===== src/rtl/core/assert_macros.svh =====
// Assertion macros for the run encoder RTL.
`ifndef ASSERT_MACROS_SVH
`define ASSERT_MACROS_SVH

// Same-cycle implication, sampled on clk, off during reset.
`define ACRE_ASSERT_IMPL(lbl, ante, cons) \
	lbl: assert property (@(posedge clk) disable iff (!arst_n) (ante) |-> (cons)) \
		else $error("run encoder assertion failed");

// Next-cycle implication, sampled on clk, off during reset.
`define ACRE_ASSERT_NEXT(lbl, ante, cons) \
	lbl: assert property (@(posedge clk) disable iff (!arst_n) (ante) |=> (cons)) \
		else $error("run encoder assertion failed");

`endif


===== src/rtl/core/acre_pkg.sv =====
// Types and constants of the CIGAR run encoder.
`default_nettype none

package acre_pkg;

	localparam logic [1:0] OP_MATCH = 2'd0;
	localparam logic [1:0] OP_INS   = 2'd1;
	localparam logic [1:0] OP_DEL   = 2'd2;
	localparam logic [1:0] OP_MIS   = 2'd3;

	localparam logic [7:0] CODE_MAX = 8'd3;

	localparam int unsigned FIELD_W = 16;

	localparam int unsigned TOT_MATCH     = 0;
	localparam int unsigned TOT_MISMATCH  = 1;
	localparam int unsigned TOT_INSERTION = 2;
	localparam int unsigned TOT_DELETION  = 3;
	localparam int unsigned TOT_SOFTCLIP  = 4;
	localparam int unsigned TOT_REFERENCE = 5;
	localparam int unsigned TOT_QUERY     = 6;
	localparam int unsigned TOT_N         = 7;

	localparam int unsigned QUEUE_DEPTH = 3;

	typedef struct packed {
		logic [1:0]                           run_op;
		logic [FIELD_W-1:0]                   run_length;
		logic                                 final_record;
		logic                                 bad_code;
		logic [TOT_N-1:0][FIELD_W-1:0]        totals;
	} rec_t;

	// Push flags for the records that the encoder core hands to the result queue in the same cycle.
	typedef struct packed {
		logic first;
		logic second;
	} push_t;

endpackage

`default_nettype wire


===== src/rtl/core/alignment_cigar_run_encoder.sv =====
// A request's record goes through the input register and then the result queue before it
// shows on the output; a full result queue holds the request in the input register.
// Throughput: one move per cycle while the result queue has room; a move that closes two
// runs pushes both records, and the result queue drains one record per cycle.
// Reset (arst_n low, asynchronous) clears the input stage, run state, totals
// and result queue; the block is ready to take requests once reset is released.
`default_nettype none

`include "assert_macros.svh"

module alignment_cigar_run_encoder #(
	parameter int unsigned COUNT_WIDTH = 16
) (
	input  wire logic        clk,
	input  wire logic        arst_n,
	input  wire logic        in_valid,
	output logic             in_ready,
	input  wire logic [7:0]  move_code,
	input  wire logic        end_of_alignment,
	output logic             out_valid,
	input  wire logic        out_ready,
	output logic [1:0]       run_op,
	output logic [15:0]      run_length,
	output logic             final_record,
	output logic             bad_code,
	output logic [15:0]      match_total,
	output logic [15:0]      mismatch_total,
	output logic [15:0]      insertion_total,
	output logic [15:0]      deletion_total,
	output logic [15:0]      softclip_total,
	output logic [15:0]      reference_span,
	output logic [15:0]      query_span
);

	acre_pkg::push_t core_push;
	acre_pkg::rec_t  core_rec0;
	acre_pkg::rec_t  core_rec1;
	acre_pkg::rec_t  out_rec;
	logic            queue_room;
	logic            totals_zero;

	acre_run_core #(
		.COUNT_WIDTH(COUNT_WIDTH)
	) u_core (
		.clk             (clk),
		.arst_n          (arst_n),
		.in_valid        (in_valid),
		.in_ready        (in_ready),
		.move_code       (move_code),
		.end_of_alignment(end_of_alignment),
		.room            (queue_room),
		.push            (core_push),
		.rec0            (core_rec0),
		.rec1            (core_rec1)
	);

	acre_rec_queue u_queue (
		.clk      (clk),
		.arst_n   (arst_n),
		.push     (core_push),
		.rec0     (core_rec0),
		.rec1     (core_rec1),
		.room     (queue_room),
		.out_valid(out_valid),
		.out_ready(out_ready),
		.out_rec  (out_rec)
	);

	assign run_op          = out_rec.run_op;
	assign run_length      = out_rec.run_length;
	assign final_record    = out_rec.final_record;
	assign bad_code        = out_rec.bad_code;
	assign match_total     = out_rec.totals[acre_pkg::TOT_MATCH];
	assign mismatch_total  = out_rec.totals[acre_pkg::TOT_MISMATCH];
	assign insertion_total = out_rec.totals[acre_pkg::TOT_INSERTION];
	assign deletion_total  = out_rec.totals[acre_pkg::TOT_DELETION];
	assign softclip_total  = out_rec.totals[acre_pkg::TOT_SOFTCLIP];
	assign reference_span  = out_rec.totals[acre_pkg::TOT_REFERENCE];
	assign query_span      = out_rec.totals[acre_pkg::TOT_QUERY];

	assign totals_zero = (out_rec.totals == '0);

	`ACRE_ASSERT_IMPL(a_bad_is_final, out_valid && bad_code, final_record && run_length == 16'd0)
	`ACRE_ASSERT_IMPL(a_totals_only_final, out_valid && !final_record, totals_zero)
	`ACRE_ASSERT_IMPL(a_push_order, core_push.second, core_push.first)
	`ACRE_ASSERT_NEXT(a_push_shows, core_push.first, out_valid)

endmodule

`default_nettype wire


===== src/rtl/core/acre_rec_queue.sv =====
// Three-entry result queue that takes up to two records per cycle.
`default_nettype none

module acre_rec_queue (
	input  wire logic           clk,
	input  wire logic           arst_n,
	input  wire acre_pkg::push_t push,
	input  wire acre_pkg::rec_t  rec0,
	input  wire acre_pkg::rec_t  rec1,
	output logic                 room,
	output logic                 out_valid,
	input  wire logic            out_ready,
	output acre_pkg::rec_t       out_rec
);

	acre_pkg::rec_t mem_q [acre_pkg::QUEUE_DEPTH];
	logic [1:0] wr_q;
	logic [1:0] rd_q;
	logic [1:0] count_q;
	logic       pop;
	logic [1:0] left;
	logic [1:0] n_push;

	function automatic logic [1:0] wrap_inc(input logic [1:0] p);
		return (p == 2'(acre_pkg::QUEUE_DEPTH - 1)) ? 2'd0 : p + 2'd1;
	endfunction

	assign out_valid = (count_q != 2'd0);
	assign out_rec   = mem_q[rd_q];
	assign pop       = out_valid && out_ready;
	assign left      = count_q - {1'b0, pop};
	// Two free slots are needed for the worst case of a step.
	assign room      = (left <= 2'd1);
	assign n_push    = {1'b0, push.first} + {1'b0, push.second};

	always_ff @(posedge clk) begin
		if (push.first) begin
			mem_q[wr_q] <= rec0;
		end
		if (push.second) begin
			mem_q[wrap_inc(wr_q)] <= rec1;
		end
	end

	always_ff @(posedge clk or negedge arst_n) begin
		if (!arst_n) begin
			wr_q    <= 2'd0;
			rd_q    <= 2'd0;
			count_q <= 2'd0;
		end else begin
			if (push.second) begin
				wr_q <= wrap_inc(wrap_inc(wr_q));
			end else if (push.first) begin
				wr_q <= wrap_inc(wr_q);
			end
			if (pop) begin
				rd_q <= wrap_inc(rd_q);
			end
			count_q <= left + n_push;
		end
	end

endmodule

`default_nettype wire


===== src/rtl/core/acre_run_core.sv =====
// Input register, run tracking and totals of the CIGAR run encoder.
`default_nettype none

module acre_run_core #(
	parameter int unsigned COUNT_WIDTH = 16
) (
	input  wire logic            clk,
	input  wire logic            arst_n,
	input  wire logic            in_valid,
	output logic                 in_ready,
	input  wire logic [7:0]      move_code,
	input  wire logic            end_of_alignment,
	input  wire logic            room,
	output acre_pkg::push_t      push,
	output acre_pkg::rec_t       rec0,
	output acre_pkg::rec_t       rec1
);

	typedef logic [acre_pkg::TOT_N-1:0][COUNT_WIDTH-1:0] cnt_arr_t;

	logic                   valid_s1;
	logic [7:0]             code_s1;
	logic                   last_s1;

	logic [1:0]             op_q;
	logic [COUNT_WIDTH-1:0] len_q;
	logic                   open_q;
	logic                   emitted_q;
	cnt_arr_t               cnt_q;

	logic                   consume;
	logic                   bad;
	logic [1:0]             op_in;
	logic                   close1;
	logic [1:0]             op2;
	logic [COUNT_WIDTH-1:0] len2;
	cnt_arr_t               cnt_a;
	cnt_arr_t               cnt_b;
	acre_pkg::rec_t         rec_close1;
	acre_pkg::rec_t         rec_close2;
	acre_pkg::rec_t         rec_bad;

	function automatic logic [COUNT_WIDTH-1:0] sat_add(
		input logic [COUNT_WIDTH-1:0] a,
		input logic [COUNT_WIDTH-1:0] b
	);
		logic [COUNT_WIDTH:0] s;
		s = {1'b0, a} + {1'b0, b};
		return s[COUNT_WIDTH] ? '1 : s[COUNT_WIDTH-1:0];
	endfunction

	function automatic cnt_arr_t add_run(
		input cnt_arr_t               c,
		input logic [1:0]             op,
		input logic [COUNT_WIDTH-1:0] n,
		input logic                   clip
	);
		cnt_arr_t r;
		r = c;
		case (op)
			acre_pkg::OP_MATCH: begin
				r[acre_pkg::TOT_MATCH]     = sat_add(c[acre_pkg::TOT_MATCH], n);
				r[acre_pkg::TOT_REFERENCE] = sat_add(c[acre_pkg::TOT_REFERENCE], n);
				r[acre_pkg::TOT_QUERY]     = sat_add(c[acre_pkg::TOT_QUERY], n);
			end
			acre_pkg::OP_INS: begin
				if (clip) begin
					r[acre_pkg::TOT_SOFTCLIP] = sat_add(c[acre_pkg::TOT_SOFTCLIP], n);
				end else begin
					r[acre_pkg::TOT_INSERTION] = sat_add(c[acre_pkg::TOT_INSERTION], n);
				end
				r[acre_pkg::TOT_QUERY] = sat_add(c[acre_pkg::TOT_QUERY], n);
			end
			acre_pkg::OP_DEL: begin
				r[acre_pkg::TOT_DELETION]  = sat_add(c[acre_pkg::TOT_DELETION], n);
				r[acre_pkg::TOT_REFERENCE] = sat_add(c[acre_pkg::TOT_REFERENCE], n);
			end
			default: begin
				r[acre_pkg::TOT_MISMATCH]  = sat_add(c[acre_pkg::TOT_MISMATCH], n);
				r[acre_pkg::TOT_REFERENCE] = sat_add(c[acre_pkg::TOT_REFERENCE], n);
				r[acre_pkg::TOT_QUERY]     = sat_add(c[acre_pkg::TOT_QUERY], n);
			end
		endcase
		return r;
	endfunction

	function automatic logic [acre_pkg::FIELD_W-1:0] to_field(
		input logic [COUNT_WIDTH-1:0] x
	);
		logic [31:0] w;
		w = 32'(x);
		return w[acre_pkg::FIELD_W-1:0];
	endfunction

	function automatic acre_pkg::rec_t make_rec(
		input logic [1:0]             op,
		input logic [COUNT_WIDTH-1:0] n,
		input logic                   fin,
		input cnt_arr_t               c
	);
		acre_pkg::rec_t r;
		r              = '0;
		r.run_op       = op;
		r.run_length   = to_field(n);
		r.final_record = fin;
		if (fin) begin
			for (int i = 0; i < acre_pkg::TOT_N; i++) begin
				r.totals[i] = to_field(c[i]);
			end
		end
		return r;
	endfunction

	assign consume  = valid_s1 && room;
	assign in_ready = !valid_s1 || consume;

	assign bad    = (code_s1 > acre_pkg::CODE_MAX);
	assign op_in  = code_s1[1:0];
	assign close1 = open_q && (op_in != op_q);

	// The operation of the open run, or of the move when no run is open.
	assign op2  = open_q ? op_q : op_in;
	always_comb begin
		if (close1 || !open_q) begin
			len2 = COUNT_WIDTH'(1);
		end else begin
			len2 = sat_add(len_q, COUNT_WIDTH'(1));
		end
	end

	assign cnt_a = close1 ? add_run(cnt_q, op_q, len_q, !emitted_q) : cnt_q;
	assign cnt_b = add_run(cnt_a, close1 ? op_in : op2, len2, 1'b1);

	assign rec_close1 = make_rec(op_q, len_q, 1'b0, cnt_a);
	assign rec_close2 = make_rec(close1 ? op_in : op2, len2, 1'b1, cnt_b);

	always_comb begin
		rec_bad              = '0;
		rec_bad.final_record = 1'b1;
		rec_bad.bad_code     = 1'b1;
	end

	always_comb begin
		push = '0;
		rec0 = rec_close1;
		rec1 = rec_close2;
		if (consume) begin
			if (bad) begin
				push.first = 1'b1;
				rec0       = rec_bad;
			end else begin
				push.first  = close1 || last_s1;
				push.second = close1 && last_s1;
				if (!close1) begin
					rec0 = rec_close2;
				end
			end
		end
	end

	always_ff @(posedge clk) begin
		if (in_valid && in_ready) begin
			code_s1 <= move_code;
			last_s1 <= end_of_alignment;
		end
	end

	always_ff @(posedge clk or negedge arst_n) begin
		if (!arst_n) begin
			valid_s1  <= 1'b0;
			op_q      <= acre_pkg::OP_MATCH;
			len_q     <= '0;
			open_q    <= 1'b0;
			emitted_q <= 1'b0;
			cnt_q     <= '0;
		end else begin
			if (in_ready) begin
				valid_s1 <= in_valid;
			end
			if (consume) begin
				if (bad || last_s1) begin
					// Alignment over: clear for the next one.
					op_q      <= acre_pkg::OP_MATCH;
					len_q     <= '0;
					open_q    <= 1'b0;
					emitted_q <= 1'b0;
					cnt_q     <= '0;
				end else begin
					op_q      <= close1 ? op_in : op2;
					len_q     <= len2;
					open_q    <= 1'b1;
					emitted_q <= emitted_q || close1;
					cnt_q     <= cnt_a;
				end
			end
		end
	end

endmodule

`default_nettype wire


===== config.mk =====
export PLATFORM = sky130hd
export DESIGN_NAME = alignment_cigar_run_encoder
export DESIGN_NICKNAME = d
export VERILOG_FILES = /design/src/rtl/core/acre_pkg.sv /design/src/rtl/core/alignment_cigar_run_encoder.sv /design/src/rtl/core/acre_rec_queue.sv /design/src/rtl/core/acre_run_core.sv
export VERILOG_INCLUDE_DIRS = /design/src /design/src/rtl/core
export SDC_FILE = /design/constraint.sdc
export NUM_CORES = 1
export LEC_CHECK = 0
export BUFFER_PORTS_ARGS = -buffer_cell sky130_fd_sc_hd__buf_2
export CAP_MARGIN = 20
export CORE_ASPECT_RATIO = 0.5
export CORE_MARGIN = 8
export CORE_UTILIZATION = 35
export CTS_BUF_LIST = sky130_fd_sc_hd__clkbuf_8
export DETAILED_ROUTE_END_ITERATION = 6
export GPL_ROUTABILITY_DRIVEN = 0
export HOLD_SLACK_MARGIN = 0.06
export PLACE_DENSITY = 0.53
export SLEW_MARGIN = 20
export SYNTH_ARGS = -nofsm -noshare
export SYNTH_HDL_FRONTEND = slang
export SYNTH_SLANG_ARGS = --single-unit

===== constraint.sdc =====
create_clock -name clk -period 6 [get_ports clk]
set_input_delay 0.3 -clock clk [delete_from_list [all_inputs] [get_ports clk]]
set_output_delay 0.3 -clock clk [all_outputs]
set_load 0.02 [all_outputs]

## Word-level counts from Yosys, hierarchy flattened

Memory sizes are Yosys's and may differ from the RTL's.
Cells that the tools add are included.

| word-level totals | value |
|---|---|
| RAM bits | 396 |
| input bits | 13 |
| flip-flop bits (word level) | 148 |
| word-level logic and storage cells | 119 |
| memories kept | 1 |
| output and inout bits | 134 |

| cells by class | value |
|---|---|
| add/sub/neg operators | 20 |
| order comparisons | 2 |
| mux-type cells | 53 |
| reduce and logical (&&, ||, !) cells | 18 |
| equal/unequal tests | 8 |

Memories:

| memory | depth | bits a word | read ports | clocked after Yosys merged registers in | wr ports | RTL line | source |
|---|---|---|---|---|---|---|---|
| u_queue.mem_q | 3 | 132 | 1 | 0 | 2 | acre_rec_queue.sv:16 | `acre_pkg::rec_t mem_q [acre_pkg::QUEUE_DEPTH];` |

Operators with widths:

| cell | count |
|---|---|
| 16-bit two-way mux | 31 |
| 132-bit two-way mux | 3 |
| 112-bit two-way mux | 2 |
| 16-bit by 16-bit adder with 17-bit output | 13 |
| 2-bit two-way mux | 9 |
| 16-bit by 1-bit adder with 17-bit output (second input constant) | 1 |
| 2-bit == test (second input constant) | 5 |
| 8-bit by 2-bit greater-than comparator with 1-bit output (second input constant) | 1 |
| 1-bit two-way mux | 8 |
| 2-bit by 1-bit adder with 2-bit output (second input constant) | 3 |
| 3-bit OR reduction | 2 |
| 1-bit logical AND | 5 |
| 1-bit logical OR | 5 |
| 2-bit by 1-bit == test with 1-bit output (second input constant) | 2 |
| 2-bit zero test | 2 |
| 2-bit nonzero test | 2 |
| 1-bit by 1-bit adder with 2-bit output | 1 |
| 2-bit adder | 1 |
| 2-bit by 1-bit <= comparator with 1-bit output (second input constant) | 1 |
| 1-bit zero test | 2 |
| 2-bit inequality test | 1 |
| 2-bit by 1-bit subtractor with 2-bit output | 1 |

## Depth between registers and ports, before layout

Gate-level depths: netlist of run 1.

| logic depth | value |
|---|---|
| word-level depth | 11 |
| mapped depth | 22 |
| mapped depth without buffers | 20 |

## Cells and area by module

From an unflattened synthesis of run 1, not the netlist that was laid out.

| unflattened totals | value |
|---|---|
| cells, all modules | 3593 |
| area total of the unflattened synthesis | 37923.9 um^2 |

By module, submodules not included:

| module | cells each | times used | seq. area each (um^2) | area each (um^2) |
|---|---|---|---|---|
| acre_rec_queue | 1313 | 1 | 12041.5 | 19676.4 |
| acre_run_core | 2280 | 1 | 3598.5 | 18247.5 |

## Least setup slack after synthesis of run 1

No wires, ideal clock.

| timing | value |
|---|---|
| path type | register to register |
| from | register u_queue.count_q[1] |
| to | memory u_queue.mem_q[2][0] (netlist bit) (enable) |
| buffers on the path | 2 |
| data required time | 5.506 ns |
| setup time | 0.494 ns |
| cell stages (with the launch flop) | 12 |
| data arrival time | 5.286 ns |
| slack | 0.220 ns |
| period minus slack after synthesis | 5.780 ns |
| cells stage by stage | dfrtp_1 -> or2_2 -> nand2_1 -> inv_1 -> ha_1 -> xnor2_1 -> and2_1 -> o31ai_2 -> or3b_2 -> clkbuf_1 -> buf_1 -> nand2_1 |

RTL lines:

| what | RTL line | source |
|---|---|---|
| start, declared | acre_rec_queue.sv:19 | `logic [1:0] count_q;` |
| start signal, assigned | acre_rec_queue.sv:59 | `count_q <= left + n_push;` |
| end, declared | acre_rec_queue.sv:16 |  |

==> metrics.yaml, run 1 <==
timing:
  final_max_slew_viol_count: 0
  slew_headroom_pct: 26.1
  final_hold_viol_count: 0
  rsz0062_at_grt: "no"
  tns_ns: 0
  finalCriticalPeriod_ns: 5.71
  clock.fmax_ghz: 0.175
  min_period_over_period_pct: 95.2
  tightest_slew_ns: 1.11
  skew_ns: 0.0399
  setup_viol: 0
placed_design:
  place_area_um2: 37500
  hpwl_mm: 81.2
  port_buffers: 146
  post-place-cells: 4876
layout:
  post-route-util_pct: 40.5
  final_cells: 5060
  drive_above_1_share_pct: 13.7
  multi_input_area_um2: 18100
  regArea_um2: 15600
  fill_cells: 9575
  final_area_um2: 39600
  area_growth_syn_to_layout_pct: 14.8
  layout.nets: 3890
job:
  drv_cap: 0
hold_path:
  hp-class: "in2reg"
grt:
  grt_max_degree: 172
  grt_usage_pct: 20.6
  grt_overflow_total: 0
  first_global_vias: 27500
  grt_first_pass_wirelength_mm: 175
  grt_antenna_before_repair: 6
yosys:
  avgSynthCellArea_um2: 10.0
  syn-num-nets: 3676
  yosysWarningCount: 0
  ys_seq_elements: 544
  yosysSeqAreaShare_pct: 45.2
  netlist_area_um2: 34500
  synthCells: 3439
  synthFlopType: "edfxtp_1"
  synth_common_cells: "edfxtp_1, nor2_1, nand2_1"
  synth_top_area_share_pct: 34.7
  synth_top_cell_by_area: "edfxtp_1"
  async_flop_share_pct: 25.6
  synth-edff-count: 399
  ys_types: 92
  synth_most_common_cell: "edfxtp_1"
  synthTopCellsByArea: "edfxtp_1, dfrtp_1, ha_1, mux2i_1, o21ai_0"
setup_path:
  cpLargestDelayFamily: "compound AO/OA/AOI/OAI gates"
  critPathBufInv: 3
  path_cells: "buf_12 -> ha_1 -> fa_1 -> a211oi_2 -> o211ai_1 -> a2bb2oi_1 -> a22o_1 -> o21a_1 -> buf_4 -> o21ai_0 -> o21a_1 -> ha_1 -> a21oi_1 -> nand2b_1 -> a31oi_1 -> nand3_1 -> o211ai_1 -> a31oi_1 -> a221oi_2 -> buf_4 -> and2_1"
  arrival_ns: 6.36
  crit_required_ns: 6.65
  start_kind: "register"
  cp-end-kind: "register"
  critPathMaxStageDelay_ns: 0.47
  cp_max_fo: 10
  crit_slowest_cell: "dfrtp_1"
  critical_path_class: "reg2reg"
clock_tree:
  clk_latency_ns: 0.79
  post-cts-setup-buffer-count: 0
  clk_pin_slew_ns: 0.07
  clk_path_buf_depth: 3
  cts-htree-levels: 3
  cts.sinks: 544
  cts_buffers: 89
  cts_tree: "done"
  root_buffer: "clkbuf_8"
die:
  die_w_um: 460
  num_io_pins: 147
  initial_core_util_pct: 35.3
  die_height_um: 238
  core-area_um2: 97700
  dieArea_um2: 109000
  num_rows: 81
drt:
  first_iter_violations: 2476
  drtAntennaViolNets: 0
  viasPerCell: 5.69
  wl_per_cell_um: 23.1
  drtPass1Iterations: 5
  drc: 0
  routed_wirelength_mm: 117
  num_vias: 28800
power_and_ir_drop:
  p_per_area_nw_per_um2: 346
  power.leakage_nw: 16.2
  ir_drop_v: 0.000349
run_status:
  outcome: "completed"
cells in the final DEF, fill, tap and decap left out, types with 39 or more instances in the layout:
| master | count |
|---|---|
| nand2_1 | 277 |
| o22ai_1 | 96 |
| buf_4 | 120 |
| nor3_1 | 103 |
| o21a_1 | 47 |
| and2_1 | 89 |
| edfxtp_1 | 399 |
| xor2_1 | 45 |
| a211oi_1 | 49 |
| inv_1 | 99 |
| mux2i_1 | 141 |
| a21o_1 | 60 |
| a22o_1 | 91 |
| clkbuf_8 | 101 |
| xnor2_1 | 101 |
| o22a_1 | 69 |
| nor2_1 | 343 |
| ha_1 | 210 |
| nand3_1 | 39 |
| buf_2 | 145 |
| dfrtp_1 | 136 |
| o21ai_0 | 281 |
| a21oi_1 | 164 |
state kept, by name, summed over array words and instances (netlist names):
name / cells
u_core.len_q: 16
u_core.last_s1: 1
u_core.emitted_q: 1
u_queue.count_q: 2
u_core.cnt_q: 112
u_core.code_s1: 8
u_core.op_q: 2
u_queue.mem_q: 396
u_core.open_q: 1
u_queue.wr_q: 2
u_queue.rd_q: 2
u_core.valid_s1: 1
report_power, final:
| part | internal [mW] | total [mW] | switching, mW |
|---|---|---|---|
| sequential | 4.93 | 5.21 | 0.279 |
| combinational | 1.35 | 5.01 | 3.65 |
| clock | 1.82 | 3.48 | 1.66 |
final timing paths:
| path | slack, ns | from | cells after the start | endpoint |
|---|---|---|---|---|
| worst max-delay path | 0.29 | u_core.len_q[0] | 21 | u_queue.mem_q[1][60] |
| worst min-delay path | 0.23 | move_code[4] | 2 | u_core.code_s1[4] |
| worst max register to register | 0.29 | u_core.len_q[0] | 21 | u_queue.mem_q[1][60] |
| worst min register to register | 0.48 | u_queue.mem_q[2][112] | 2 | u_queue.mem_q[2][112] |
| max in group asynchronous | 4.37 | arst_n | 4 | u_core.len_q[4] |
| min in group asynchronous | 0.53 | arst_n | 3 | u_core.len_q[9] |
cell families after synthesis:
group | after synthesis | synth area share (%)
AND/OR/NAND/NOR | 1027 | 13.8
XOR/XNOR | 146 | 3.71
buffers and inverters | 246 | 2.80
multiplexers | 147 | 4.29
adder cells (fa/ha/maj) | 224 | 8.43
AO/OA/AOI/OAI | 1105 | 21.8
flip-flops | 544 | 45.2
through the flow:
step	power (mW)	setup slack, ns	hold slack [ns]
after floorplan	8.39	0.220	0.00441
after global placement	10.4	0.0862	0.287
after detailed placement	10.4	-0.0596	0.289
after CTS	13.9	0.0790	0.144
after global routing	14.4	0.00711	0.193
final	13.7	0.287	0.230
worst reg2reg max path, cell delays in order, from the launching register on:
cell and delay (ns):
dfrtp_1 0.47, buf_12 0.20, ha_1 0.22, fa_1 0.46, a211oi_2 0.28, o211ai_1 0.21, a2bb2oi_1 0.31, a22o_1 0.26
o21a_1 0.22, buf_4 0.17, o21ai_0 0.18, o21a_1 0.18, ha_1 0.37, a21oi_1 0.11, nand2b_1 0.17, a31oi_1 0.21
nand3_1 0.17, o211ai_1 0.33, a31oi_1 0.28, a221oi_2 0.48, buf_4 0.19, and2_1 0.11
layer usage:
layer | wire (um) | up-vias | track usage (%)
li1 | - | 13400 | -
met1 | 54500 | 14200 | 29.5
met2 | 50600 | 961 | 31.5
met3 | 8090 | 197 | 3.57
met4 | 3820 | 2 | 7.08
met5 | 20 | - | 0
area by class of cell:
class,count,area share (%)
Timing Repair Buffer,294,5.24
Multi-Input combinational cell,2649,45.7
Inverter,75,0.711
Antenna cell,3,0.0190
Clock inverter,66,1.19
Clock buffer,101,3.51
Tap cell,1328,4.20
Sequential cell,544,39.4
timing repair:
action / in CTS / in global routing
hold endpoints to repair: 56 / 0
hold buffers: 14 / 0
gates resized for setup: 1 / 16
pin swaps: 0 / 1
endpoints found under the setup margin: 3 / 141
(Power assumes the default switching activity.)
==> inputs of run 2 (changes only) <==
SYNTH_HIERARCHICAL = 1   (was not set)
==> metrics.yaml, run 2 <==
yosys:
  yosysWarningCount: 6  # +6
  synth-edff-count: 405  # +1.5%
  synth_most_common_cell: "edfxtp_1"
  avgSynthCellArea_um2: 10.6  # +5.3%
  ys_seq_elements: 544  # unchanged
  synth_top_area_share_pct: 32.1  # -2.7 points
  ys_types: 95  # +3.3%
  synthFlopType: "edfxtp_1"
  synth_common_cells: "edfxtp_1, mux2_2, nand2_1"
  yosysSeqAreaShare_pct: 41.2  # -3.9 points
  async_flop_share_pct: 25.6  # unchanged
  syn-num-nets: 3830  # +4.2%
  synth_top_cell_by_area: "edfxtp_1"
  synthTopCellsByArea: "edfxtp_1, mux2_2, dfrtp_1, ha_1, mux2i_1"
  netlist_area_um2: 37900  # +10%
  synthCells: 3593  # +4.5%
placed_design:
  hpwl_mm: 82.3  # +1.3%
  port_buffers: 146  # unchanged
run_status:
  outcome: "completed"
clock_tree:
  cts.sinks: 544  # unchanged
  clk_latency_ns: 0.80  # about the same
  root_buffer: "clkbuf_8"
  cts-htree-levels: 3  # unchanged
  cts_tree: "done"
  clk_path_buf_depth: 3  # unchanged
  cts_buffers: 89  # unchanged
  clk_pin_slew_ns: 0.07  # about the same
die:
  die_height_um: 249  # +4.5%
  num_rows: 85  # +4.9%
  die_w_um: 482  # +4.7%
  num_io_pins: 147  # unchanged
  dieArea_um2: 120000  # +9.5%
  core-area_um2: 108000  # +10%
  initial_core_util_pct: 35.3  # about the same
setup_path:
  cp_max_fo: 10  # unchanged
  cp-end-kind: "register"
  critPathMaxStageDelay_ns: 0.45  # -0.02 ns
  r2r_slack_ns: 0.19  # -0.10 ns
  critical_path_class: "reg2reg"
  crit_slowest_cell: "dfrtp_1"
  path_cells: "buf_4 -> ha_1 -> fa_1 -> a211oi_1 -> nor2_1 -> a31o_2 -> o21ai_2 -> o221ai_4 -> o22a_1 -> ha_1 -> inv_1 -> fa_1 -> nor2b_1 -> o31a_1 -> o211ai_1 -> a311o_1 -> o21ai_1 -> buf_4 -> o32a_1 -> and2_1 -> mux2_1"
  cpLargestDelayFamily: "compound AO/OA/AOI/OAI gates"
  critPathBufInv: 3  # unchanged
  crit_required_ns: 6.52  # -0.13 ns
  arrival_ns: 6.33  # -0.03 ns
  start_kind: "register"
power_and_ir_drop:
  p_per_area_nw_per_um2: 289  # -17%
  power.leakage_nw: 19.2  # +18%
  power_mw: 12.5  # -9.0%
  ir_drop_v: 0.000469  # +34%
grt:
  grt_overflow_total: 0  # unchanged
  grt_max_degree: 147  # -15%
  grt_first_pass_wirelength_mm: 186  # +6.4%
  grt_antenna_before_repair: 8  # +2
  first_global_vias: 30300  # +10%
  grt_usage_pct: 19.8  # -0.79 points
layout:
  area_growth_syn_to_layout_pct: 13.8
  layout.nets: 4060  # +4.4%
  fill_cells: 10500  # +9.4%
  largest_reg_flops: 396  # unchanged
  drive_above_1_share_pct: 21.6  # +7.9 points
  final_common_cell: "edfxtp_1"
  post-route-util_pct: 40.1  # -0.39 points
  top_register: "u_queue/mem_q"
  top_regs: "u_queue/mem_q: 396 flops, u_core/cnt_q: 112 flops, u_core/len_q: 16 flops"
  layout_common_cells: "edfxtp_1, mux2_2, nand2_1"
timing:
  final_hold_viol_count: 0  # unchanged
  clock.fmax_ghz: 0.172  # -1.7%
  skew_ns: 0.0646  # +0.0247 ns
  setup_viol: 0  # unchanged
  finalCriticalPeriod_ns: 5.81  # +0.0969 ns
  slew_headroom_pct: 25.6  # -0.50 points
  min_period_over_period_pct: 96.8  # +1.6 points
  tightest_slew_ns: 1.12  # +0.00743 ns
  final_max_slew_viol_count: 0  # unchanged
drt:
  drtAntennaViolNets: 0  # unchanged
  routed_wirelength_mm: 122  # +4.5%
  num_vias: 30100  # +4.4%
  viasPerCell: 5.63  # -1.1%
  drtPass1Iterations: 5  # unchanged
  drc: 0  # unchanged
  first_iter_violations: 2242  # -9.5%
  wl_per_cell_um: 22.9  # -1.0%
hold_path:
  hp-class: "in2async"
job:
  drv_cap: 0  # unchanged
run 2: cell types whose count changed in the layout (fill, tap and decap cells not counted), sizes merged, moves of 18 or more:
cell,previous run,this run
o22a,69,87
o22ai,113,37
nor3,106,53
buf,281,315
inv,108,127
mux2,6,398
nor2,349,209
run 2: final timing paths:
check,from,to,depth (start not counted)
hold / removal,arst_n,u_core/cnt_q[81],2
min in group clk,move_code[2],u_core/code_s1[2],2
hold reg to reg,u_core/cnt_q[12],u_core/cnt_q[12],2
setup reg to reg,u_core/len_q[0],u_queue/mem_q[1][106],21
max in group asynchronous,arst_n,u_core/cnt_q[51],3
setup / recovery,u_core/len_q[0],u_queue/mem_q[1][106],21
run 2: layout make-up:
class | count | area (um^2) | area share, %
multi-input combinational | 2777 | 21300 | 49.4
sequential | 544 | 15600 | 36.3
timing repair buffer | 327 | 2330 | 5.39
tap | 1435 | 1800 | 4.16
clock buffer | 97 | 1340 | 3.09
clock inverter | 69 | 399 | 0.925
inverter | 84 | 319 | 0.740
antenna | 8 | 20.0 | 0.0464
run 2: repair_timing:
| item | CTS | global route |
|---|---|---|
| hold buffers | 12 | 0 |
| setup buffers | 0 | 0 |
| pin swaps | 0 | 1 |
| setup endpoints to repair | 23 | 136 |
| endpoints found under the hold margin | 93 | 0 |
| resized for setup | 1 | 19 |
run 2: layer usage:
layer / part of all wire, % / wire, um / global-route usage [%]
met5: 0.021 / 26 / 0
met4: 2.3 / 2800 / 5.19
met3: 5.5 / 6720 / 3.66
met2: 45 / 55300 / 31.5
met1: 47 / 57300 / 27.6
run 2: through the flow:
stage                     hold WS (ns)  cell area [um^2]  TNS (ns)  setup slack, ns  std cells
after floorplan                0.00441             37900    -25.85          -0.0979       3593
after global placement           0.452             41200         0            0.152       5155
after CTS                        0.149             43000         0           0.0226       5333
final                            0.227             43100         0            0.190       5341
after global routing             0.181             43100  -0.00704         -0.00406       5335
after detailed placement         0.452             41200    -0.317          -0.0620       5155
run 2: power breakdown:
part           total, mW  internal, mW  switching, mW
Sequential          4.91          4.73          0.182
Clock               3.33          1.63           1.70
Combinational       4.22          1.17           3.05
run 2: cells by family (layout without fill, tap and decap cells):
group / Yosys count / in the layout / share of synthesized area (%)
AO/OA/AOI/OAI: 1033 / 1033 / 18.4
AND/OR/NAND/NOR: 833 / 833 / 10.6
flip-flops: 544 / 544 / 41.2
multiplexers: 541 / 541 / 15.6
buffers and inverters: 272 / 577 / 3.12
adder cells (fa/ha/maj): 224 / 224 / 7.67
XOR/XNOR: 144 / 144 / 3.33
other: 2 / 10 / 0.0198
